--- src/rtl/core/htfd_pkg.sv ---
// Shared types, constants and the CRC-8 byte update for the humidity/temperature
// frame decoder. No dependencies.
`default_nettype none

package htfd_pkg;

  localparam int unsigned FRAME_BYTES = 6;

  localparam logic [2:0] POS_T_MSB = 3'd0;
  localparam logic [2:0] POS_T_LSB = 3'd1;
  localparam logic [2:0] POS_T_CRC = 3'd2;
  localparam logic [2:0] POS_H_MSB = 3'd3;
  localparam logic [2:0] POS_H_LSB = 3'd4;
  localparam logic [2:0] POS_H_CRC = 3'd5;

  localparam logic [7:0] CRC_INIT = 8'hFF;
  localparam logic [7:0] CRC_POLY = 8'h31;

  localparam logic [1:0] STATUS_OK       = 2'd0;
  localparam logic [1:0] STATUS_TEMP_CRC = 2'd1;
  localparam logic [1:0] STATUS_HUM_CRC  = 2'd2;

  localparam int unsigned TPROD_W = 31;
  localparam int unsigned HPROD_W = 30;

  localparam logic [14:0] TEMP_SCALE = 15'd17500;
  localparam logic [13:0] HUM_SCALE  = 14'd10000;
  localparam logic signed [15:0] TEMP_OFFSET = 16'sd4500;
  localparam logic [16:0] WORD_DIV = 17'd65535;

  typedef struct packed {
    logic [15:0]        temp_word;
    logic [15:0]        hum_word;
    logic [TPROD_W-1:0] temp_prod;
    logic [HPROD_W-1:0] hum_prod;
    logic [1:0]         status;
  } frame_rec_t;

  function automatic logic [7:0] crc8_feed(input logic [7:0] crc, input logic [7:0] b);
    logic [7:0] c;
    c = crc ^ b;
    for (int k = 0; k < 8; k++) begin
      if (c[7]) begin
        c = {c[6:0], 1'b0} ^ CRC_POLY;
      end else begin
        c = {c[6:0], 1'b0};
      end
    end
    return c;
  endfunction

endpackage

`default_nettype wire

--- src/rtl/core/htfd_frame.sv ---
// Input register, byte position tracking, CRC checks and word assembly.
// Emits one frame record with scaled products per complete frame. Uses htfd_pkg.
`default_nettype none

module htfd_frame (
  input  wire logic                clk,
  input  wire logic                rst,
  input  wire logic                in_valid,
  output logic                     in_ready,
  input  wire logic [7:0]          data_byte,
  input  wire logic                frame_start,
  output logic                     rec_valid,
  input  wire logic                rec_ready,
  output htfd_pkg::frame_rec_t     rec
);

  logic       s0_valid;
  logic [7:0] s0_byte;
  logic       s0_start;

  logic [2:0]  pos, pos_next;
  logic [7:0]  crc, crc_next;
  logic [15:0] temp_hold, temp_hold_next;
  logic [15:0] hum_hold, hum_hold_next;
  logic        temp_fail, temp_fail_next;

  logic [2:0] pos_eff;
  logic       finish;
  logic       s1_free;
  logic       s0_go;
  htfd_pkg::frame_rec_t rec_next;

  assign pos_eff = (s0_start || (pos >= 3'(htfd_pkg::FRAME_BYTES)))
                   ? htfd_pkg::POS_T_MSB : pos;
  assign finish  = (pos_eff == htfd_pkg::POS_H_CRC);
  assign s1_free = !rec_valid || rec_ready;
  assign s0_go   = s0_valid && (!finish || s1_free);
  assign in_ready = !s0_valid || s0_go;

  always_ff @(posedge clk) begin
    if (rst) begin
      s0_valid <= 1'b0;
    end else if (in_ready) begin
      s0_valid <= in_valid;
    end
    if (in_ready && in_valid) begin
      s0_byte  <= data_byte;
      s0_start <= frame_start;
    end
  end

  always_comb begin
    crc_next       = crc;
    temp_hold_next = temp_hold;
    hum_hold_next  = hum_hold;
    temp_fail_next = temp_fail;
    pos_next       = (pos_eff == htfd_pkg::POS_H_CRC) ? htfd_pkg::POS_T_MSB : pos_eff + 3'd1;
    unique case (pos_eff)
      htfd_pkg::POS_T_MSB: begin
        crc_next       = htfd_pkg::crc8_feed(htfd_pkg::CRC_INIT, s0_byte);
        temp_hold_next = {s0_byte, 8'h00};
        temp_fail_next = 1'b0;
      end
      htfd_pkg::POS_T_LSB: begin
        crc_next       = htfd_pkg::crc8_feed(crc, s0_byte);
        temp_hold_next = {temp_hold[15:8], s0_byte};
      end
      htfd_pkg::POS_T_CRC: begin
        temp_fail_next = (crc != s0_byte);
        crc_next       = htfd_pkg::CRC_INIT;
      end
      htfd_pkg::POS_H_MSB: begin
        crc_next      = htfd_pkg::crc8_feed(htfd_pkg::CRC_INIT, s0_byte);
        hum_hold_next = {s0_byte, 8'h00};
      end
      htfd_pkg::POS_H_LSB: begin
        crc_next      = htfd_pkg::crc8_feed(crc, s0_byte);
        hum_hold_next = {hum_hold[15:8], s0_byte};
      end
      default: begin
        crc_next = htfd_pkg::CRC_INIT;
      end
    endcase
  end

  always_comb begin
    rec_next.temp_word = temp_hold;
    rec_next.hum_word  = hum_hold;
    rec_next.temp_prod = htfd_pkg::TPROD_W'(htfd_pkg::TEMP_SCALE)
                       * htfd_pkg::TPROD_W'(temp_hold);
    rec_next.hum_prod  = htfd_pkg::HPROD_W'(htfd_pkg::HUM_SCALE)
                       * htfd_pkg::HPROD_W'(hum_hold);
    priority if (temp_fail) begin
      rec_next.status = htfd_pkg::STATUS_TEMP_CRC;
    end else if (crc != s0_byte) begin
      rec_next.status = htfd_pkg::STATUS_HUM_CRC;
    end else begin
      rec_next.status = htfd_pkg::STATUS_OK;
    end
  end

  always_ff @(posedge clk) begin
    if (rst) begin
      pos       <= htfd_pkg::POS_T_MSB;
      crc       <= htfd_pkg::CRC_INIT;
      temp_hold <= '0;
      hum_hold  <= '0;
      temp_fail <= 1'b0;
    end else if (s0_go) begin
      pos       <= pos_next;
      crc       <= crc_next;
      temp_hold <= temp_hold_next;
      hum_hold  <= hum_hold_next;
      temp_fail <= temp_fail_next;
    end
  end

  always_ff @(posedge clk) begin
    if (rst) begin
      rec_valid <= 1'b0;
    end else if (s1_free) begin
      rec_valid <= s0_go && finish;
    end
    if (s1_free && s0_go && finish) begin
      rec <= rec_next;
    end
  end

endmodule

`default_nettype wire

--- src/rtl/core/htfd_scale.sv ---
// Result register: divides the scaled products by 65535 and applies the
// temperature offset. Uses htfd_pkg.
`default_nettype none

module htfd_scale (
  input  wire logic                 clk,
  input  wire logic                 rst,
  input  wire logic                 rec_valid,
  output logic                      rec_ready,
  input  wire htfd_pkg::frame_rec_t rec,
  output logic                      out_valid,
  input  wire logic                 out_ready,
  output logic [15:0]               temp_word,
  output logic [15:0]               hum_word,
  output logic signed [14:0]        temp_centi,
  output logic [13:0]               hum_centi,
  output logic [1:0]                status
);

  // p = 65535*q + r: q0 = p >> 16, r0 = (p & 0xFFFF) + q0, one correction step
  logic [14:0] tq0, tq;
  logic [16:0] tr0;
  logic [13:0] hq0, hq;
  logic [16:0] hr0;
  logic signed [15:0] tc;

  assign tq0 = rec.temp_prod[htfd_pkg::TPROD_W-1:16];
  assign tr0 = {1'b0, rec.temp_prod[15:0]} + 17'(tq0);
  assign tq  = tq0 + 15'(tr0 >= htfd_pkg::WORD_DIV);

  assign hq0 = rec.hum_prod[htfd_pkg::HPROD_W-1:16];
  assign hr0 = {1'b0, rec.hum_prod[15:0]} + 17'(hq0);
  assign hq  = hq0 + 14'(hr0 >= htfd_pkg::WORD_DIV);

  assign tc = $signed({1'b0, tq}) - htfd_pkg::TEMP_OFFSET;

  assign rec_ready = !out_valid || out_ready;

  always_ff @(posedge clk) begin
    if (rst) begin
      out_valid <= 1'b0;
    end else if (rec_ready) begin
      out_valid <= rec_valid;
    end
    if (rec_ready && rec_valid) begin
      temp_word  <= rec.temp_word;
      hum_word   <= rec.hum_word;
      temp_centi <= tc[14:0];
      hum_centi  <= hq;
      status     <= rec.status;
    end
  end

endmodule

`default_nettype wire

--- src/rtl/core/humidity_temp_frame_decoder_unit.sv ---
// Top level of the humidity/temperature frame decoder.
// Depends on htfd_pkg, htfd_frame and htfd_scale.
//
//   channel  handshake             payload
//   in       in_valid / in_ready   data_byte, frame_start
//   out      out_valid / out_ready temp_word, hum_word, temp_centi, hum_centi, status
//
// One byte per cycle is accepted while in_ready is high; a result passes through the input
// register, the frame register with products and the result register after its sixth byte.
// Reset clears the valid bits, the byte position, the running CRC and the held words.
// A stalled output holds its result; bytes keep flowing until a finished frame
// needs the frame register while it is still full.
`default_nettype none

module humidity_temp_frame_decoder_unit (
  input  wire logic               clk,
  input  wire logic               rst,
  input  wire logic               in_valid,
  output logic                    in_ready,
  input  wire logic [7:0]         data_byte,
  input  wire logic               frame_start,
  output logic                    out_valid,
  input  wire logic               out_ready,
  output logic [15:0]             temp_word,
  output logic [15:0]             hum_word,
  output logic signed [14:0]      temp_centi,
  output logic [13:0]             hum_centi,
  output logic [1:0]              status
);

  logic                 rec_valid;
  logic                 rec_ready;
  htfd_pkg::frame_rec_t rec;

  htfd_frame u_frame (
    .clk         (clk),
    .rst         (rst),
    .in_valid    (in_valid),
    .in_ready    (in_ready),
    .data_byte   (data_byte),
    .frame_start (frame_start),
    .rec_valid   (rec_valid),
    .rec_ready   (rec_ready),
    .rec         (rec)
  );

  htfd_scale u_scale (
    .clk        (clk),
    .rst        (rst),
    .rec_valid  (rec_valid),
    .rec_ready  (rec_ready),
    .rec        (rec),
    .out_valid  (out_valid),
    .out_ready  (out_ready),
    .temp_word  (temp_word),
    .hum_word   (hum_word),
    .temp_centi (temp_centi),
    .hum_centi  (hum_centi),
    .status     (status)
  );

endmodule

`default_nettype wire

--- config.mk ---
export PLATFORM = sky130hd
export DESIGN_NAME = humidity_temp_frame_decoder_unit
export DESIGN_NICKNAME = d
export VERILOG_FILES = /design/src/rtl/core/htfd_pkg.sv /design/src/rtl/core/htfd_frame.sv /design/src/rtl/core/htfd_scale.sv /design/src/rtl/core/humidity_temp_frame_decoder_unit.sv
export SDC_FILE = /design/constraint.sdc
export NUM_CORES = 1
export LEC_CHECK = 0
export ABC_AREA = 1
export BUFFER_PORTS_ARGS = -buffer_cell sky130_fd_sc_hd__buf_2
export CAP_MARGIN = 15
export CELL_PAD_IN_SITES_DETAIL_PLACEMENT = 0
export CELL_PAD_IN_SITES_GLOBAL_PLACEMENT = 1
export CORE_MARGIN = 2
export CORE_UTILIZATION = 50
export CTS_CLUSTER_SIZE = 10
export DETAILED_ROUTE_END_ITERATION = 12
export HOLD_SLACK_MARGIN = 0.15
export MAX_ROUTING_LAYER = met4
export PLACE_DENSITY_LB_ADDON = 0.08
export SYNTH_ARGS = -nofsm -noshare
export SYNTH_HDL_FRONTEND = slang
export SYNTH_SLANG_ARGS = --single-unit
--- constraint.sdc ---
create_clock -name clk -period 15.65 [get_ports clk]
set_input_delay 3.13 -clock clk [delete_from_list [all_inputs] [get_ports clk]]
set_output_delay 3.13 -clock clk [all_outputs]
set_load 0.02 [all_outputs]
# Word level (Yosys, flattened, before mapping)
# Index checks and enable logic that the tools add are counted.
# W data, S select, Z words.
[word_totals] register_bits=208 in_bits=13 output_inout_bits=65 word_cells=162
[op_classes] addsub=6 multipliers=2 magnitude_cmp=3 eq_ne=6 n_mux=65 bitwise=34 reduce_logical=24
[ops] cell="$mux W8" n=28
[ops] cell="$mux W6" n=30
[ops] cell="$not A3 Y3" n=30
[ops] cell="$pmux W16 S2" n=2
[ops] cell="$ge A17 B16 Y1 const B" n=2
[ops] cell="$pmux W8 S4" n=1
[ops] cell="$mul A13 B16 Y29 const A" n=1
[ops] cell="$mul A10 B16 Y26 const A" n=1
[ops] cell="$add A16 B14 Y17" n=1
[ops] cell="$add A16 B15 Y17" n=1
[ops] cell="$add A15 B1 Y15" n=1
[ops] cell="$sub A15 B13 Y15 const B" n=1
[ops] cell="$add A14 B1 Y14" n=1
[ops] cell="$ne A8 B8 Y1" n=1
[ops] cell="$not A8 Y8" n=1
[ops] cell="$xor A8 B8 Y8" n=1
[ops] cell="$eq A3 B2 Y1 const B" n=2
[ops] cell="$eq A3 B3 Y1 const B" n=2
[ops] cell="$logic_and A1 B1 Y1" n=6
[ops] cell="$mux W3" n=2
[ops] cell="$reduce_and A2 Y1" n=3
[ops] cell="$reduce_and A3 Y1" n=2
[ops] cell="$reduce_bool A2 Y1" n=3
[ops] cell="$logic_or A1 B1 Y1" n=5
[ops] cell="8 further kinds" n=12

# Longest topological paths before layout
# Gate-level depths: netlist (run 1).
[logic_depth] ltp_word=26 mapped_depth=28 ltp_nobuf=28

# Modules after synthesis
# Synthesis (run 1) repeated with hierarchy kept, for this count alone.
[hier_totals] hier_cells=1810 area_unflattened_um2=15981.6
[by_module_without_submodules] mod="htfd_frame" instances=1 cells_each=1268 area_each_um2=11568.6 seq_area_each_um2=3713.6
[by_module_without_submodules] mod="htfd_scale" instances=1 cells_each=542 area_each_um2=4413.0 seq_area_each_um2=1911.8

# Least setup slack after synthesis (run 1)
# Ideal clock, no wire load.
[synth_timing] kind="input -> register" from="input port out_ready" to="register, netlist name u_frame.rec[0]" setup_ns=0.528 arrival_ns=6.838 required_time_ns=15.122 path_slack_ns=8.285 stages=4 n_path_buf=0 cell_sequence="inv_1 nand2_1 nor2_1 nor2_1"
[synth_via] elab_chain_cells=6
[synth_lines] element="start, declared" line_no="humidity_temp_frame_decoder_unit.sv:23" source="input wire logic out_ready,"
[synth_lines] element="$logic_or A1 B1 Y1 (*)" line_no="htfd_scale.sv:37" source="assign rec_ready = !out_valid || out_ready;"
[synth_lines] element="$logic_or A1 B1 Y1 (*)" line_no="htfd_frame.sv:36" source="assign s1_free = !rec_valid || rec_ready;"
[synth_lines] element="$logic_or A1 B1 Y1" line_no="htfd_frame.sv:37" source="assign s0_go = s0_valid && (!finish || s1_free);"
[synth_lines] element="$logic_and A1 B1 Y1" line_no="htfd_frame.sv:37"
[synth_lines] element="$logic_and A1 B1 Y1 (*) (2 in series)" line_no="htfd_frame.sv:124" source="if (s1_free && s0_go && finish) begin"
# Mark *: on every way between the ends. The rest lies on a longest branch, timed or not.
# A chain may end at the register's enable or synchronous reset.

# Worst setup path in the final report (run 1)
[layout_timing] from="input port out_ready" to="output port in_ready"
[layout_via] elab_chain_cells=5
[layout_lines] element="$logic_or A1 B1 Y1" line_no="htfd_scale.sv:37"
[layout_lines] element="$logic_or A1 B1 Y1" line_no="htfd_frame.sv:36"
[layout_lines] element="$logic_or A1 B1 Y1" line_no="htfd_frame.sv:37"
[layout_lines] element="$logic_and A1 B1 Y1" line_no="htfd_frame.sv:37"
[layout_lines] element="$logic_or A1 B1 Y1" line_no="htfd_frame.sv:38" source="assign in_ready = !s0_valid || s0_go;"
[layout_lines] element="end, declared" line_no="humidity_temp_frame_decoder_unit.sv:19" source="output logic in_ready,"
# Every way passes these cells.

==> flow_summary.ini, run 1 <==
[detailed_routing]
routedWlPerCell_um = 14.9
wl_um = 33300
drtIter0Drc = 521
via_count = 11400
wl_met1_um = 16300
drc = 0
drt_first_pass_iters = 5
wl_met3_um = 1450
via_per_inst = 5.09
ant_nets = 0
top_layer = met4
wl_met2_um = 15000

[worst_setup_path]
cp.required_ps = 12520
arrival_ps = 4230
critPathLaunchType = input pin
crit_type = input pin to primary output
critPathMaxFanout = 3
r2r_setup_slack_ps = 10990
worstSetupEndpointType = primary output

[placed_design]
dp.final_hpwl_um = 26700
place_area_um2 = 16200
io_buffers = 77
gp_congestion = 0.893
dp.cells = 2185

[final_layout]
post-route-util_pct = 56.0
finalNonFillerCells = 2233
final_nets = 2108
stdcell_area_um2 = 17000
diodes = 0
fillerInstances = 2875
synthToLayoutAreaGrowth_pct = 11.0
layout-drive-gt1-share_pct = 7.02

[die]
rows = 64
dieArea_um2 = 32100
die_height_um = 179
initial_core_util_pct = 50.4
ioPinCount = 78
die_x_um = 179
core_um2 = 30400

[global_routing]
grt_pass1_vias = 10900
grt_usage_pct = 22.0
grt_pass1_wl_um = 54500
grt_max_degree = 64
grt_overflow_total = 0
antenna_found_initial = 0

[clocking]
clkSlewWorstSetupHoldPaths_ps = 60
htree_levels = 1
cts.path.max_buffers = 3
cts.repair.resized = 0
clock_latency_ps = 530
cts_sinks = 203
cts-hold-fix-buffers = 0
cts_tree = yes
clockRootBuffer = clkbuf_16
numCtsBuffers = 26
post_cts_buffers = 0

[logic_synthesis]
synthCells = 1725
synth_cell_types = 36
yosysWarningCount = 0
synth_area_leader_cell = edfxtp_1
syn_nets = 2016
netlist_area_um2 = 15300
yosys.area_share.simple_pct = 17.2
synthMuxAreaShare_pct = 0
synth_top_area_share_pct = 30.5
synth_top_family_by_area = adder cells
synth-compound-area-share_pct = 6.81
ys_seq_area_share_pct = 36.6
synth_seq_cells = 203
synth_area_leaders = edfxtp_1 31%, ha_1 16%, fa_1 11%, nand2_1 9.0%, inv_1 8.0%
yosys.area_share.xor_xnor_pct = 4.17
synthAdderAreaFrac_pct = 26.7
post_synth.cell_area_avg_um2 = 8.90

[power]
leakagePower_nw = 8.61
internal_power_mw = 1.01
power.density_nw_per_um2 = 79.2
pwr-share-clk_pct = 42.5
power_mw = 1.35
p_seq_share_pct = 44.4
ir_drop_v = 0.0000826
power_frac_comb_pct = 13.1
switching_share_pct = 25.5
switching_power_mw = 0.344

[sta]
finClkSkew_ps = 13.6
setup_tns_ps = 0
fmax_ghz = 0.136
maxSlewViolCount = 0
slew_headroom_pct = 39.2
hold_viol = 0
period_minus_slack_ps = 7360
rsz0062_at_grt = no
setup_violations = 0
period_share_pct = 47.0
tightest_slew_ps = 912

[run]
drv_cap = 0

[run_status]
status = complete, no violations

[worst_hold_path]
min_path_type = register to register
-- power groups by stage --
stage | clock [mW] | sequential, mW | combinational, mW
2_1_floorplan | 0 | 0.601 | 0.136
3_3_place_gp | 0 | 0.611 | 0.174
3_5_place_dp | 0 | 0.611 | 0.176
4_1_cts | 0.587 | 0.600 | 0.179
5_1_grt | 0.612 | 0.600 | 0.208
6_report | 0.573 | 0.600 | 0.177
-- cells in the mapped netlist (all sizes together) --
| cell type | number |
|---|---|
| nand2 | 370 |
| inv | 329 |
| ha | 196 |
| edfxtp | 156 |
| nor2 | 112 |
| nand3 | 102 |
| a21oi | 99 |
| fa | 82 |
| o21ai | 68 |
| xor2 | 49 |
| dfxtp | 47 |
| xnor2 | 24 |
| nand4 | 21 |
| nor3 | 15 |
| buf | 10 |
| a31oi | 7 |
| o21bai | 7 |
| clkbuf | 6 |
| nand3b | 6 |
| a21boi | 5 |
| a211oi | 3 |
| a21o | 3 |
| nor4 | 3 |
| o21a | 2 |
| or2 | 2 |
| and2 | 1 |
-- routing by layer --
layer | vias to the layer above | global-route usage, %
met1 | 5308 | 30.6
met5 | - | -
met2 | 203 | 35.0
li1 | 5810 | -
met3 | 40 | 2.42
met4 | 0 | 4.44
-- stage by stage --
stage	setup slack (ps)	hold WS [ps]
floorplan	8280	400
global placement	8310	403
detailed placement	8270	405
CTS	8270	406
global route	8160	419
finish	8290	406
-- cell families (layout without fill, tap and decap cells) --
group                      after synthesis  count (layout)
AOI/OAI and AO/OA                      194             194
xor gates and xnor gates                73              73
adders and majority gates              278             278
buffers and inverters                  345             457
DFF                                    203             203
and+or+nand+nor                        632             632
-- cell type report --
class	instances	area [um^2]	area share, %
inverters	329	1230	7.25
well taps	396	495	2.91
repair buffers	80	408	2.39
clock inverters	4	47.5	0.279
clock buffers	44	791	4.64
multi-input cells	1177	8440	49.5
flip-flops and latches	203	5630	33.0
-- registers in the layout, indices dropped and copies added (netlist names) --
name                count
u_frame.s0_valid        1
u_scale.hum_word       16
u_frame.rec_valid       1
u_frame.temp_hold      16
u_frame.pos             3
u_frame.s0_byte         8
u_scale.hum_centi      14
u_frame.crc             8
u_scale.temp_centi     15
u_frame.rec            84
u_frame.temp_fail       1
u_scale.temp_word      16
u_scale.status          2
u_frame.hum_hold       16
u_scale.out_valid       1
u_frame.s0_start        1
-- path summary, 6_finish.rpt --
path | startpoint | endpoint | depth (start not counted)
setup / recovery | out_ready | in_ready | 8
hold / removal | u_frame.rec[94] | u_scale.temp_word[15] | 0
setup reg to reg | u_frame.hum_hold[5] | u_frame.rec[27] | 18
hold reg to reg | u_frame.rec[94] | u_scale.temp_word[15] | 0
-- critical path: stages --
cell and delay [ps]:
buf_2 90, inv_1 100, nand2_1 80, nor2_1 350
inv_1 110, nor2_1 150, inv_1 60, buf_2 150
-- layout by cell type, fill, tap and decap left out, types with 6 or more instances in the layout --
cell and n:
o21bai_1 7, nand2_1 369, nand4_1 21, fa_1 82, clkbuf_16 28, o21ai_0 63
edfxtp_1 156, xor2_1 49, nand3b_1 6, xnor2_1 24, a31oi_1 7, nor2_1 108
nand3_1 101, buf_2 77, a21oi_1 97, nor3_1 14, clkbuf_1 13, inv_1 327
dfxtp_1 47, ha_1 196
Note: power is estimated with default switching activity, not from simulation.
==> inputs of run 2 (changes only) <==
Settings changed: CORE_UTILIZATION 50 to 49.
Clock period 15.65 ns to 7.13 ns, I/O delays scaled along.
==> run 2 against run 1 <==
- sequential cell count stayed put
- clock-buffer cell count down 2
- clock power increased by 110%
- sequential power increased by 120%
- wire length increased by 2.6%
- largest power group unchanged
- global-route usage shrank 0.083 points
- critical path depth up 10
- setup slack worse by 5900 ps
- final cell count hardly changed
==> flow_summary.ini, run 2 (synthesis gave the netlist of run 1 again) <==
[run_status]
status = complete, no violations

[sta]
slew_headroom_pct = 35.5
tightest_slew_ps = 968
rsz0062_at_grt = no
period_minus_slack_ps = 4700
setup_violations = 0
maxSlewViolCount = 0
fmax_ghz = 0.213
period_share_pct = 65.9
hold-worst-slack_ps = 413
setup_tns_ps = 0
finClkSkew_ps = 13.6
hold_viol = 0

[global_routing]
grt_pass1_vias = 11100
grt_pass1_wl_um = 56200
antenna_found_initial = 0
grt_usage_pct = 21.9
grt_overflow_total = 0
grt_max_degree = 76

[worst_setup_path]
reg2reg_from = u_frame.hum_hold[4]
cp.required_ps = 7410
worstSetupEndpointType = register
critPathMaxFanout = 5
rr_worst_depth = 18
r2r-end = u_frame.rec[27]
arrival_ps = 4980
critPathLaunchType = register
crit_start = u_frame.hum_hold[4]
crit_end = u_frame.rec[27]
crit_type = register to register
r2r_setup_slack_ps = 2430

[clocking]
cts-hold-fix-buffers = 0
cts.repair.resized = 0
cts_tree = yes
cts_sinks = 203
clkSlewWorstSetupHoldPaths_ps = 60
clockRootBuffer = clkbuf_16
clock_latency_ps = 530
post_cts_buffers = 0
numCtsBuffers = 26
htree_levels = 1
cts.path.max_buffers = 3

[final_layout]
layout-drive-gt1-share_pct = 6.92
final_cell_mix = 369 x nand2_1, 327 x inv_1, 196 x ha_1, 156 x edfxtp_1, 108 x nor2_1
largest_reg_flops = 84
post-route-util_pct = 55.2
diodes = 0
max_flop_register = u_frame.rec
synthToLayoutAreaGrowth_pct = 10.7
final_nets = 2107
final_common_cell = nand2_1
fillerInstances = 2905

[detailed_routing]
wl_um = 34200
routedWlPerCell_um = 15.3
via_count = 11300
via_per_inst = 5.07
ant_nets = 0
drtIter0Drc = 550
drt_first_pass_iters = 5
drc = 0

[die]
dieArea_um2 = 32800
die_height_um = 181
initial_core_util_pct = 49.9
die_x_um = 181
ioPinCount = 78
core_um2 = 30700
rows = 64

[power]
ir_drop_v = 0.000178
power.density_nw_per_um2 = 172
power_mw = 2.92
leakagePower_nw = 8.59

[worst_hold_path]
whs_path_depth = 0
min_path_type = register to register

[placed_design]
gp_congestion = 0.895
io_buffers = 77
dp.final_hpwl_um = 27600

[run]
drv_cap = 0
## run 2: cell types whose count changed in the layout (fill, tap and decap cells not counted), sizes merged
cell | before | now
clkbuf | 44 | 42
clkinvlp | 1 | 0
clkinv | 2 | 5
buf | 80 | 79
## run 2: area by class of cell
type                       instances  area (um^2)  share of cell area [%]
clock inverter                     6         55.1                   0.324
timing repair buffer              79          400                    2.36
tap                              396          495                    2.92
inverter                         329         1230                    7.27
multi-input combinational       1177         8440                    49.7
sequential                       203         5630                    33.1
clock buffer                      42          742                    4.37
## run 2: metrics by stage
stage,cells,instance area [um^2],worst slack [ps]
after global placement,2184,16200,2510
final,2232,17000,2430
after floorplan,1725,15300,1470
after detailed placement,2184,16200,2480
after CTS,2232,17000,2460
after global routing,2232,17000,2210
## run 2: report_power, final
part,internal (mW),total (mW),switching (mW)
Sequential,1.28,1.31,0.0280
Clock,0.742,1.22,0.477
Combinational,0.140,0.385,0.246
## run 2: critical path: stages, from the launching register on
cell	delay, ps
dfxtp_1	480
inv_1	190
fa_1	560
inv_1	40
ha_1	260
inv_1	50
fa_1	530
inv_1	40
ha_1	270
inv_1	50
fa_1	490
inv_1	40
ha_1	340
a21oi_1	240
a21boi_1	320
o21ai_0	220
nand3_1	120
nand2_1	70
xor2_1	130
## run 2: routing by layer
| metal | track usage, % | routed length, um | share of wire [%] |
|---|---|---|---|
| met1 | 30.7 | 17000 | 50 |
| met2 | 34.4 | 15200 | 45 |
| met3 | 2.36 | 1310 | 3.8 |
| met4 | 4.85 | 693 | 2.0 |
| met5 | - | 0 | 0 |
## run 2: how the worst min path moves through the flow
stage	endpoint	slack, ps	from
CTS	u_scale.temp_word[14]	410	u_frame.rec[93]
global placement	u_scale.status[0]	400	u_frame.rec[0]
global route	u_scale.temp_word[15]	420	u_frame.rec[94]
finish	u_scale.temp_word[14]	410	u_frame.rec[93]
detailed placement	u_scale.temp_word[5]	400	u_frame.rec[84]
floorplan	u_scale.hum_word[10]	400	u_frame.rec[73]
==> inputs of run 3 (changes only) <==
Settings changed: CORE_UTILIZATION 49 to 44.
Clock period 7.13 ns to 4.2 ns, I/O delays scaled along.
==> run 3 against run 2 <==
- sequential power up 69%
- sequential share of layout area is 2.1 points lower
- combinational power up 110%
- sequential cell count unchanged
- final cell count is 6.9% higher
- setup slack lost 2300 ps
- clock skew about the same
- die area up 11%
- highest routed layer unchanged
- utilization shrank 2.6 points
- via count is 1.5% higher
==> flow_summary.ini, run 3 (synthesis gave the netlist of run 1 again) <==
[clocking]
cts_tree = yes
clock_latency_ps = 540
cts_sinks = 203
cts.path.max_buffers = 3
clockRootBuffer = clkbuf_16
clkSlewWorstSetupHoldPaths_ps = 60
htree_levels = 1
numCtsBuffers = 26

[run]
drv_cap = 0

[die]
die_x_um = 191
die_height_um = 191
rows = 68
ioPinCount = 78
dieArea_um2 = 36400
initial_core_util_pct = 44.5
core_um2 = 34500

[final_layout]
stdcell_area_um2 = 18100
finalNonFillerCells = 2387
final_cell_mix = 362 x nand2_1, 327 x inv_1, 183 x ha_1, 156 x edfxtp_1, 101 x nand3_1
synthToLayoutAreaGrowth_pct = 18.2
largest_reg_flops = 84
final_nets = 2203
diodes = 0
max_flop_register = u_frame.rec
layout-drive-gt1-share_pct = 15.2
final_common_cell = nand2_1

[sta]
period_share_pct = 96.5
setup_violations = 0
tightest_slew_ps = 879
fmax_ghz = 0.247
maxSlewViolCount = 0
rsz0062_at_grt = yes
period_minus_slack_ps = 4050
finClkSkew_ps = 13.4
slew_headroom_pct = 41.3
hold_viol = 0

[worst_setup_path]
cp_slowest_cell = fa_1
cp_cell_sequence = buf_4 > ha_1 > fa_1 > fa_1 > inv_1 > fa_1 > inv_1 > ha_1 > nand4_1 > nor3_1 > nand4_1 > nand3_1 > xor2_1
crit_type = register to register
crit_start = u_frame.temp_hold[4]
critPathMaxFanout = 5
critPathBufInv = 3
cp_top_family = adder cells
worstSetupEndpointType = register
reg2reg_from = u_frame.temp_hold[4]
cpMostUsedCell = fa_1
r2r_setup_slack_ps = 150
critPathLaunchType = register
critical_path.max_stage_delay_ps = 540
arrival_ps = 4330
cp.required_ps = 4480

[detailed_routing]
drc = 0
drt_first_pass_iters = 5
drtIter0Drc = 435
wl_um = 36200
ant_nets = 0
via_per_inst = 4.81
routedWlPerCell_um = 15.2
via_count = 11500

[global_routing]
antenna_found_initial = 0
grt_pass1_vias = 11500
grt_overflow_total = 0
grt_pass1_wl_um = 59000
grt_usage_pct = 21.1
grt_max_degree = 49

[placed_design]
dp.cells = 2335
dp.final_hpwl_um = 29300
io_buffers = 77
place_area_um2 = 17000
gp_congestion = 0.876

[power]
leakagePower_nw = 9.11
ir_drop_v = 0.000282
power.density_nw_per_um2 = 286

[worst_hold_path]
min_path_type = register to register
worst_hold_startpoint = u_frame.rec[77]

[run_status]
status = complete, no violations
-- run 3: changes by cell type in the layout (fill, tap and decap cells not counted), sizes merged --
cell      before  now
clkinvlp       0    1
bufinv         1    0
clkbuf        42   46
buf           79  175
clkinv         5    1
-- run 3: through the flow --
| stage | hold WS, ps | setup WS, ps | utilization [%] | power [mW] | TNS [ps] |
|---|---|---|---|---|---|
| after CTS | 411 | -5.49 | 51.7 | 5.21 | -5.49 |
| after global placement | 403 | -68.3 | 49.2 | 3.00 | -223 |
| after detailed placement | 405 | -92.3 | 49.2 | 3.00 | -388 |
| after global routing | 420 | -22.1 | 52.7 | 5.46 | -82.1 |
| after floorplan | 400 | 58.4 | - | 2.75 | 0 |
| final | 411 | 147 | 52.7 | 5.19 | 0 |
-- run 3: per-layer routing --
metal | GRT usage (%) | vias up | share of wire (%)
met2 | 32.8 | 171 | 44
met5 | - | - | 0
met1 | 29.7 | 5268 | 51
li1 | - | 5995 | -
met3 | 2.25 | 48 | 3.4
met4 | 4.83 | 0 | 2.0
-- run 3: layout make-up --
| cell class | count | area [um^2] |
|---|---|---|
| clock buffer | 46 | 828 |
| clock inverter | 2 | 12.5 |
| fill | 3307 | 16300 |
| inverter | 329 | 1230 |
| multi-input combinational | 1177 | 8750 |
| sequential | 203 | 5640 |
| tap | 455 | 569 |
| timing repair buffer | 175 | 1120 |
-- run 3: worst register-to-register path: stages, from the launching register on --
cell	delay [ps]
dfxtp_1	440
buf_4	180
ha_1	240
fa_1	490
fa_1	540
inv_1	50
fa_1	520
inv_1	40
ha_1	390
nand4_1	190
nor3_1	330
nand4_1	160
nand3_1	150
xor2_1	70
-- run 3: final timing paths --
check,endpoint,cells past startpoint
worst max register to register,u_frame.rec[58],13
worst max-delay path,u_frame.rec[58],13
worst min register to register,u_scale.hum_word[14],0
worst min-delay path,u_scale.hum_word[14],0
-- run 3: where the power goes --
part           total, mW  leakage [nW]  switching (mW)  internal, mW
clock network       2.17         0.406           0.852          1.32
registers           2.22          1.81          0.0381          2.18
logic              0.792          6.89           0.472         0.320
-- run 3: repair_timing --
| action | in CTS | in global routing |
|---|---|---|
| cloned | 0 | 0 |
| pin swaps | 0 | 10 |
| endpoints found under the setup margin | 9 | 32 |
| resized for setup | 6 | 81 |
| hold buffers | 0 | 0 |
| setup buffers | 0 | 4 |
